`src/rtl/triaxial_sensor_autorange_defines.svh`:
```
// Assertion macros for the triaxial sensor auto-range block.
// Used by the top level only; depends on nothing.
`ifndef TRIAXIAL_SENSOR_AUTORANGE_DEFINES_SVH
`define TRIAXIAL_SENSOR_AUTORANGE_DEFINES_SVH

// Same-cycle implication, disabled during reset.
`define TSA_ASSERT_NOW(label, clk, rst_n, ante, cons) \
    label: assert property (@(posedge clk) disable iff (!rst_n) (ante) |-> (cons)) \
        else $error("tsa assertion failed");

// Next-cycle implication, disabled during reset.
`define TSA_ASSERT_NEXT(label, clk, rst_n, ante, cons) \
    label: assert property (@(posedge clk) disable iff (!rst_n) (ante) |=> (cons)) \
        else $error("tsa assertion failed");

`endif

```
`src/rtl/tsa_pkg.sv`:
```
// Shared types and constants for the triaxial sensor auto-range block.
// No dependencies.
package tsa_pkg;

    localparam int RANGE_W    = 2;
    localparam int WORD_W     = 16;
    localparam int MAG_W      = 15;
    localparam int OFFSET_W   = 19;
    localparam int SCALED_W   = 20;
    localparam int THRESH_W   = 15;
    localparam int CFG_DATA_W = 19;
    localparam int CFG_IDX_W  = 3;
    localparam int WR_VALUE_W = 5;

    localparam logic [RANGE_W-1:0] MAX_RANGE = 2'd3;

    localparam logic [THRESH_W-1:0] UPPER_RESET = 15'd16384;
    localparam logic [THRESH_W-1:0] LOWER_RESET = 15'd4096;

    localparam logic [MAG_W-1:0] MAG_MAX = 15'h7fff;

    localparam logic signed [SCALED_W-1:0] SCALED_MAX = 20'sh7ffff;
    localparam logic signed [SCALED_W-1:0] SCALED_MIN = 20'sh80000;

    // Configuration register indexes
    typedef enum logic [CFG_IDX_W-1:0] {
        CFG_UPPER_THRESHOLD = 3'd0,
        CFG_LOWER_THRESHOLD = 3'd1,
        CFG_OFFSET_X        = 3'd2,
        CFG_OFFSET_Y        = 3'd3,
        CFG_OFFSET_Z        = 3'd4
    } cfg_idx_t;

    typedef logic [RANGE_W-1:0] range_t;

    typedef struct packed {
        logic [WORD_W-1:0] x_word;
        logic [WORD_W-1:0] y_word;
        logic [WORD_W-1:0] z_word;
    } in_t;

    typedef struct packed {
        logic signed [SCALED_W-1:0] x_scaled;
        logic signed [SCALED_W-1:0] y_scaled;
        logic signed [SCALED_W-1:0] z_scaled;
        range_t                     scale_used;
        logic                       range_write_valid;
        logic [WR_VALUE_W-1:0]      range_write_value;
    } out_t;

endpackage

```
`src/rtl/tsa_axis.sv`:
```
// One axis datapath: byte swap, peak magnitude, range shift, offset, saturate.
// Depends on tsa_pkg.
module tsa_axis (
    input  logic [tsa_pkg::WORD_W-1:0]          word,
    input  tsa_pkg::range_t                     range,
    input  logic signed [tsa_pkg::OFFSET_W-1:0] offset,
    output logic [tsa_pkg::MAG_W-1:0]           mag,
    output logic signed [tsa_pkg::SCALED_W-1:0] scaled
);

    logic signed [tsa_pkg::WORD_W-1:0]     sample;
    logic [tsa_pkg::WORD_W-1:0]            neg;
    logic signed [tsa_pkg::OFFSET_W-1:0]   ext;
    logic signed [tsa_pkg::OFFSET_W-1:0]   shifted;
    logic signed [tsa_pkg::SCALED_W:0]     diff;

    assign sample = {word[7:0], word[15:8]};

    // most negative sample counts as full-scale positive
    always_comb
    begin
        neg = ~sample + 16'd1;
        if (!sample[tsa_pkg::WORD_W-1])
            mag = sample[tsa_pkg::MAG_W-1:0];
        else if (neg[tsa_pkg::WORD_W-1])
            mag = tsa_pkg::MAG_MAX;
        else
            mag = neg[tsa_pkg::MAG_W-1:0];
    end

    // 16 bits shifted by at most 3 fits 19 bits
    assign ext     = {{3{sample[tsa_pkg::WORD_W-1]}}, sample};
    assign shifted = ext <<< range;
    assign diff    = {{2{shifted[tsa_pkg::OFFSET_W-1]}}, shifted}
                   - {{2{offset[tsa_pkg::OFFSET_W-1]}}, offset};

    always_comb
    begin
        unique case (diff[tsa_pkg::SCALED_W:tsa_pkg::SCALED_W-1])
            2'b01:   scaled = tsa_pkg::SCALED_MAX;
            2'b10:   scaled = tsa_pkg::SCALED_MIN;
            default: scaled = diff[tsa_pkg::SCALED_W-1:0];
        endcase
    end

endmodule

```
`src/rtl/triaxial_sensor_autorange.sv`:
```
// Triaxial sensor auto-range: top level. Depends on tsa_pkg, tsa_axis, defines header.
// Pipeline: input register, then result register.
// Throughput: one sample per clock while out_stall is low; the input register also takes a sample while the result
// register is held, as long as it is empty itself.
// Reset (rst_n, async, active low): range 0, no pending change, thresholds
// 16384/4096, offsets 0, both pipeline registers empty.
`include "triaxial_sensor_autorange_defines.svh"

module triaxial_sensor_autorange (
    input  logic                               clk,
    input  logic                               rst_n,
    // sample channel
    input  logic                               in_valid,
    output logic                               in_stall,
    input  tsa_pkg::in_t                       in_data,
    // result channel
    output logic                               out_valid,
    input  logic                               out_stall,
    output tsa_pkg::out_t                      out_data,
    // configuration write port
    input  logic                               cfg_we,
    input  logic [tsa_pkg::CFG_IDX_W-1:0]      cfg_index,
    input  logic [tsa_pkg::CFG_DATA_W-1:0]     cfg_data
);

    // Configuration registers
    logic [tsa_pkg::THRESH_W-1:0]        upper_reg;
    logic [tsa_pkg::THRESH_W-1:0]        lower_reg;
    logic signed [tsa_pkg::OFFSET_W-1:0] off_x_reg;
    logic signed [tsa_pkg::OFFSET_W-1:0] off_y_reg;
    logic signed [tsa_pkg::OFFSET_W-1:0] off_z_reg;

    // Range state
    tsa_pkg::range_t chosen_range_reg;
    tsa_pkg::range_t chosen_range_next;
    tsa_pkg::range_t applied_range_reg;
    tsa_pkg::range_t applied_range_next;
    logic            change_pending_reg;
    logic            change_pending_next;

    // Pipeline
    logic            in_valid_reg;
    tsa_pkg::in_t    in_data_reg;
    logic            out_valid_reg;
    tsa_pkg::out_t   out_data_reg;
    tsa_pkg::out_t   out_data_next;
    logic            advance;
    logic            in_load;

    // Per-axis results
    logic [tsa_pkg::MAG_W-1:0]           mag_x, mag_y, mag_z;
    logic [tsa_pkg::MAG_W-1:0]           peak;
    logic signed [tsa_pkg::SCALED_W-1:0] scaled_x, scaled_y, scaled_z;
    tsa_pkg::range_t                     step_range;
    logic                                wr_valid;

    // ------------------------------------------------------------------
    // Handshake: the result slot moves when it is empty or drains; the
    // input register loads when it moves on or is empty.
    // A new sample can enter every cycle while results drain.
    // ------------------------------------------------------------------
    assign advance   = !out_valid_reg || !out_stall;
    assign in_load   = advance || !in_valid_reg;
    assign in_stall  = !in_load;
    assign out_valid = out_valid_reg;
    assign out_data  = out_data_reg;

    // ------------------------------------------------------------------
    // Configuration writes; unknown indexes are dropped.
    // ------------------------------------------------------------------
    always_ff @(posedge clk or negedge rst_n)
    begin
        if (!rst_n)
        begin
            upper_reg <= tsa_pkg::UPPER_RESET;
            lower_reg <= tsa_pkg::LOWER_RESET;
            off_x_reg <= '0;
            off_y_reg <= '0;
            off_z_reg <= '0;
        end
        else if (cfg_we)
        begin
            unique case (cfg_index)
                tsa_pkg::CFG_UPPER_THRESHOLD: upper_reg <= cfg_data[tsa_pkg::THRESH_W-1:0];
                tsa_pkg::CFG_LOWER_THRESHOLD: lower_reg <= cfg_data[tsa_pkg::THRESH_W-1:0];
                tsa_pkg::CFG_OFFSET_X:        off_x_reg <= cfg_data;
                tsa_pkg::CFG_OFFSET_Y:        off_y_reg <= cfg_data;
                tsa_pkg::CFG_OFFSET_Z:        off_z_reg <= cfg_data;
                default: ;
            endcase
        end
    end

    // ------------------------------------------------------------------
    // Axis datapaths, all scaled with the range currently applied.
    // ------------------------------------------------------------------
    tsa_axis u_axis_x (
        .word   (in_data_reg.x_word),
        .range  (applied_range_reg),
        .offset (off_x_reg),
        .mag    (mag_x),
        .scaled (scaled_x)
    );

    tsa_axis u_axis_y (
        .word   (in_data_reg.y_word),
        .range  (applied_range_reg),
        .offset (off_y_reg),
        .mag    (mag_y),
        .scaled (scaled_y)
    );

    tsa_axis u_axis_z (
        .word   (in_data_reg.z_word),
        .range  (applied_range_reg),
        .offset (off_z_reg),
        .mag    (mag_z),
        .scaled (scaled_z)
    );

    always_comb
    begin
        peak = mag_x;
        if (mag_y > peak)
            peak = mag_y;
        if (mag_z > peak)
            peak = mag_z;
    end

    // ------------------------------------------------------------------
    // Range selector with hysteresis. Step up wins over step down.
    // The sample after a change only commits the new applied range and
    // makes no decision of its own.
    // ------------------------------------------------------------------
    always_comb
    begin
        step_range          = chosen_range_reg;
        chosen_range_next   = chosen_range_reg;
        applied_range_next  = applied_range_reg;
        change_pending_next = change_pending_reg;
        wr_valid            = 1'b0;

        priority if (peak > upper_reg && chosen_range_reg < tsa_pkg::MAX_RANGE)
            step_range = chosen_range_reg + 2'd1;
        else if (peak < lower_reg && chosen_range_reg != '0)
            step_range = chosen_range_reg - 2'd1;
        else
            step_range = chosen_range_reg;

        if (in_valid_reg && advance)
        begin
            if (change_pending_reg)
            begin
                change_pending_next = 1'b0;
                applied_range_next  = chosen_range_reg;
            end
            else if (step_range != chosen_range_reg)
            begin
                wr_valid            = 1'b1;
                chosen_range_next   = step_range;
                change_pending_next = 1'b1;
            end
        end
    end

    always_comb
    begin
        out_data_next.x_scaled          = scaled_x;
        out_data_next.y_scaled          = scaled_y;
        out_data_next.z_scaled          = scaled_z;
        out_data_next.scale_used        = applied_range_reg;
        out_data_next.range_write_valid = wr_valid;
        out_data_next.range_write_value = wr_valid ? {step_range, 3'b000} : '0;
    end

    // ------------------------------------------------------------------
    // Registers
    // ------------------------------------------------------------------
    always_ff @(posedge clk or negedge rst_n)
    begin
        if (!rst_n)
        begin
            chosen_range_reg   <= '0;
            applied_range_reg  <= '0;
            change_pending_reg <= 1'b0;
            in_valid_reg       <= 1'b0;
            out_valid_reg      <= 1'b0;
        end
        else
        begin
            chosen_range_reg   <= chosen_range_next;
            applied_range_reg  <= applied_range_next;
            change_pending_reg <= change_pending_next;
            if (in_load)
                in_valid_reg <= in_valid;
            if (advance)
                out_valid_reg <= in_valid_reg;
        end
    end

    // payload registers, no reset
    always_ff @(posedge clk)
    begin
        if (in_load && in_valid)
            in_data_reg <= in_data;
        if (advance && in_valid_reg)
            out_data_reg <= out_data_next;
    end

    // ------------------------------------------------------------------
    // Assertions
    // ------------------------------------------------------------------
    `TSA_ASSERT_NOW(a_settled_ranges_match, clk, rst_n,
        !change_pending_reg, applied_range_reg == chosen_range_reg)
    `TSA_ASSERT_NOW(a_pending_ranges_differ, clk, rst_n,
        change_pending_reg, applied_range_reg != chosen_range_reg)
    `TSA_ASSERT_NOW(a_write_matches_choice, clk, rst_n,
        out_valid_reg && out_data_reg.range_write_valid,
        change_pending_reg
            && out_data_reg.range_write_value[tsa_pkg::WR_VALUE_W-1:3] == chosen_range_reg
            && out_data_reg.range_write_value[2:0] == 3'b000)
    `TSA_ASSERT_NOW(a_no_write_zero_value, clk, rst_n,
        out_valid_reg && !out_data_reg.range_write_valid,
        out_data_reg.range_write_value == '0)
    `TSA_ASSERT_NEXT(a_pending_clears, clk, rst_n,
        in_valid_reg && advance && change_pending_reg, !change_pending_reg)

endmodule

```
`config.mk`:
```
export PLATFORM = sky130hd
export DESIGN_NAME = triaxial_sensor_autorange
export DESIGN_NICKNAME = d
export VERILOG_FILES = /design/src/rtl/tsa_pkg.sv /design/src/rtl/tsa_axis.sv /design/src/rtl/triaxial_sensor_autorange.sv
export VERILOG_INCLUDE_DIRS = /design/src /design/src/rtl
export SDC_FILE = /design/constraint.sdc
export NUM_CORES = 1
export LEC_CHECK = 0
export BUFFER_PORTS_ARGS = -buffer_cell sky130_fd_sc_hd__buf_4
export CAP_MARGIN = 25
export CORE_MARGIN = 1.5
export CORE_UTILIZATION = 31
export CTS_CLUSTER_SIZE = 25
export DETAILED_ROUTE_END_ITERATION = 10
export SLEW_MARGIN = 15
export SYNTH_ARGS = -nofsm -noshare
export SYNTH_HDL_FRONTEND = slang
export SYNTH_SLANG_ARGS = --single-unit
```
`constraint.sdc`:
```
create_clock -name clk -period 21.2 [get_ports clk]
set_clock_uncertainty 0.1 [all_clocks]
set_input_delay 2.12 -clock clk [delete_from_list [all_inputs] [get_ports clk]]
set_output_delay 2.12 -clock clk [all_outputs]
set_load 0.02 [all_outputs]
```
==> run_results.csv <==
group,metric,value,unit
logic_synthesis,synth.avg_cell_area,9.925,um^2
power_and_ir_drop,cellPowerDensity,137.8,nW/um^2
logic_synthesis,synthSimpleGateAreaFrac,14.17,%
finish,largest_reg_flops,65,
timing,fmax,123.5,MHz
route,wl,41.39,mm
setup_path,critical_path_arrival,8.29,ns
power_and_ir_drop,p_leak,0.006944,uW
logic_synthesis,synthesis.area,14170,um^2
logic_synthesis,synth_edf_count,113,
grt,first_global_vias,10400,
logic_synthesis,synth_top_family_by_area,"compound AO/OA/AOI/OAI gates",
floorplanning,initial_core_util,31.30,%
power_and_ir_drop,combPwrFrac,53.4,%
finish,layout_commonest_cell,"nand2_1",
timing,setup_violations,0,
logic_synthesis,synth_ff_type,"edfxtp_1",
clock_network,clk_latency,0.54,ns
route,vias,11100,
setup_path,critical_path_required,21.39,ns
logic_synthesis,synth_compound_area_share,16.43,%
timing,fin_crit,8.097,ns
floorplanning,dieWidth,216.8,um
logic_synthesis,synthesis.instances,1428,
finish,areaGrowthSynthToFinish,17.56,%
setup_path,path_max_fanout,16,
setup_path,crit_type,"flip-flop to flip-flop",
finish,antenna_cells,0,
clock_network,cts_setup_buffers,0,
grt,antenna_found_initial,0,
logic_synthesis,synthMuxAreaShare,8.987,%
timing,max_slew_margin,38.88,%
floorplanning,coreArea,45280,um^2
route,drc_errors,0,
clock_network,holdBufCountCts,0,
clock_network,cts_made_buffers,25,
route,post_drt_wl_per_cell,19.04,um
finish,nFillCells,4553,
grt,grt_pass1_wl,62.14,mm
floorplanning,die_area,47010,um^2
clock_network,cts.sinks,207,
min_path,min_path_type,"flip-flop to flip-flop",
timing,rsz0062_at_grt,"false",
clock_network,cts_buffer_depth,3,
grt,grt_max_degree,67,
route,drtIter0Drc,838,
power_and_ir_drop,ir_drop,0.05910,mV
logic_synthesis,ys_warn_count,0,
outcome,status,"complete, no violations",
setup_path,slowest_delay,0.64,ns
setup_path,setup.worst_path.start_class,"flip-flop",
logic_synthesis,seq_area_frac_synth,40.56,%
power_and_ir_drop,pwr-share-clk,18.3,%
route,dr.pass1.iters,5,
clock_network,h-tree-depth,1,
timing,setup-tns-final,0,ns
timing,hold_violations,0,
timing,worstMarginPinSlew,0.9168,ns
power_and_ir_drop,pwr-share-seq,28.3,%
power_and_ir_drop,p_sw_share,41.30,%
power_and_ir_drop,intPower,1347,uW
setup_path,r2r_slack,13.10,ns
route,viasPerCell,5.107,
timing,slew_violations,0,
logic_synthesis,synthArstFlopShare,45.41,%
job,cap_violations,0,
place,placed_area,15870,um^2
clock_network,cts.clk_slew.worst_paths,0.07,ns
finish,final_cell_mix,"153 x nand2_1, 152 x buf_4, 131 x o21ai_0, 129 x inv_1, 121 x ha_1",
place,placement.io_buffers,141,
setup_path,cpMostUsedCell,"o21ai_0",
place,place_hpwl,32.29,mm
logic_synthesis,ys_ff_latch,207,
finish,final_design_area_no_fill,16660,um^2
floorplanning,fp.dieH,216.8,um
finish,layout.nets,1755,
grt,grt_remaining_overflow,0,
floorplanning,row_count,78,
setup_path,end_kind,"flip-flop",
finish,multi_input_area,7739,um^2
power_and_ir_drop,p_switching,948.0,uW
clock_network,cts_tree,"yes",
route,postRouteAntennaNets,0,
setup_path,slowest_stage,"nor4_4",
clock_network,clockRootBuffer,"clkbuf_16",
logic_synthesis,synthAdderAreaFrac,11.11,%
finish,layout-drive-gt1-share,18.74,%
clock_network,post_cts_resize_count,0,
grt,gr-usage-all-layers,17.32,%
place,place_congestion,0.8969,
timing,fin_crit_sh,38.20,%
logic_synthesis,synth_xor_area_share,3.708,%
floorplanning,ioPinCount,145,
logic_synthesis,synth.distinct_cells,77,
finish,regArea,5751,um^2
==> stage by stage <==
stage,worst slack [ns],std cells,hold WS (ns),utilization [%],power [uW]
floorplan,14.11,1430,0.3231,-,1519
global placement,13.31,2129,0.3558,35.04,1860
detailed placement,13.12,2129,0.3714,35.04,1879
CTS,13.08,2174,0.3867,36.79,2308
global route,12.38,2174,0.4097,36.79,2472
finish,13.10,2174,0.3839,36.79,2295
==> cell families (layout without fill, tap and decap cells) <==
| group | after synthesis | count (layout) |
|---|---|---|
| compound gates | 365 | 365 |
| xor+xnor | 60 | 60 |
| fa+ha+maj | 124 | 124 |
| buf+inv | 183 | 327 |
| flops | 207 | 207 |
| mux | 79 | 79 |
| other cells | 1 | 3 |
| simple gates | 409 | 409 |
==> critical path, delay by kind of cell, from the launching register on <==
family / cells / cell delay, ns
compound gates: 15 / 3.74
buf+inv: 2 / 0.42
flops: 1 / 0.47
fa+ha+maj: 3 / 0.98
simple gates: 8 / 2.12
==> worst paths after layout <==
| check | to | depth (start not counted) | startpoint |
|---|---|---|---|
| max | out_data[3] | 28 | in_data_reg[34] |
| min | out_valid | 1 | in_valid_reg |
| max reg2reg | out_data[3] | 28 | in_data_reg[34] |
| min reg2reg | out_valid | 1 | in_valid_reg |
| max in group asynchronous | applied_range_reg[1] | 2 | rst_n |
| min in group asynchronous | in_valid_reg | 1 | rst_n |
==> layer usage <==
metal | track usage [%] | share of wire, %
met5 | 0 | 0
met4 | 4.560 | 2.2
met3 | 2.082 | 4.8
met2 | 28.38 | 46
met1 | 24.20 | 47
==> layout make-up <==
| type | instances | share of cell area (%) |
|---|---|---|
| Inverter | 130 | 2.929 |
| Sequential cell | 207 | 34.51 |
| Clock buffer | 30 | 4.078 |
| Clock inverter | 15 | 0.6759 |
| Multi-Input combinational cell | 1040 | 46.45 |
| Tap cell | 600 | 4.506 |
| Timing Repair Buffer | 152 | 6.849 |
==> power groups by stage <==
stage	registers (uW)	logic (uW)	clock network (uW)
5_1_grt	663	1360	448
3_5_place_dp	658	1220	0
3_3_place_gp	656	1200	0
6_report	649	1230	420
4_1_cts	651	1230	428
2_1_floorplan	703	817	0
==> synthesized netlist by cell type, drive strengths merged, types with 18 or more instances <==
master	number	share of area, %
dfrtp	92	16
nand2	153	4.1
clkbuf	38	1.0
nand3	23	0.81
xor2	22	1.4
ha	121	11
a21oi	61	2.2
o21a	23	1.2
a211oi	21	1.2
xnor2	38	2.3
nor3	24	0.85
inv	130	3.4
mux2	26	2.1
nor2	90	2.4
edfxtp	113	24
mux4	36	5.7
o21ai	141	5.0
nor2b	23	1.0
or3	20	0.92
o211ai	18	0.95
a21o	20	1.1
Power figures use the tool's default switching activity.
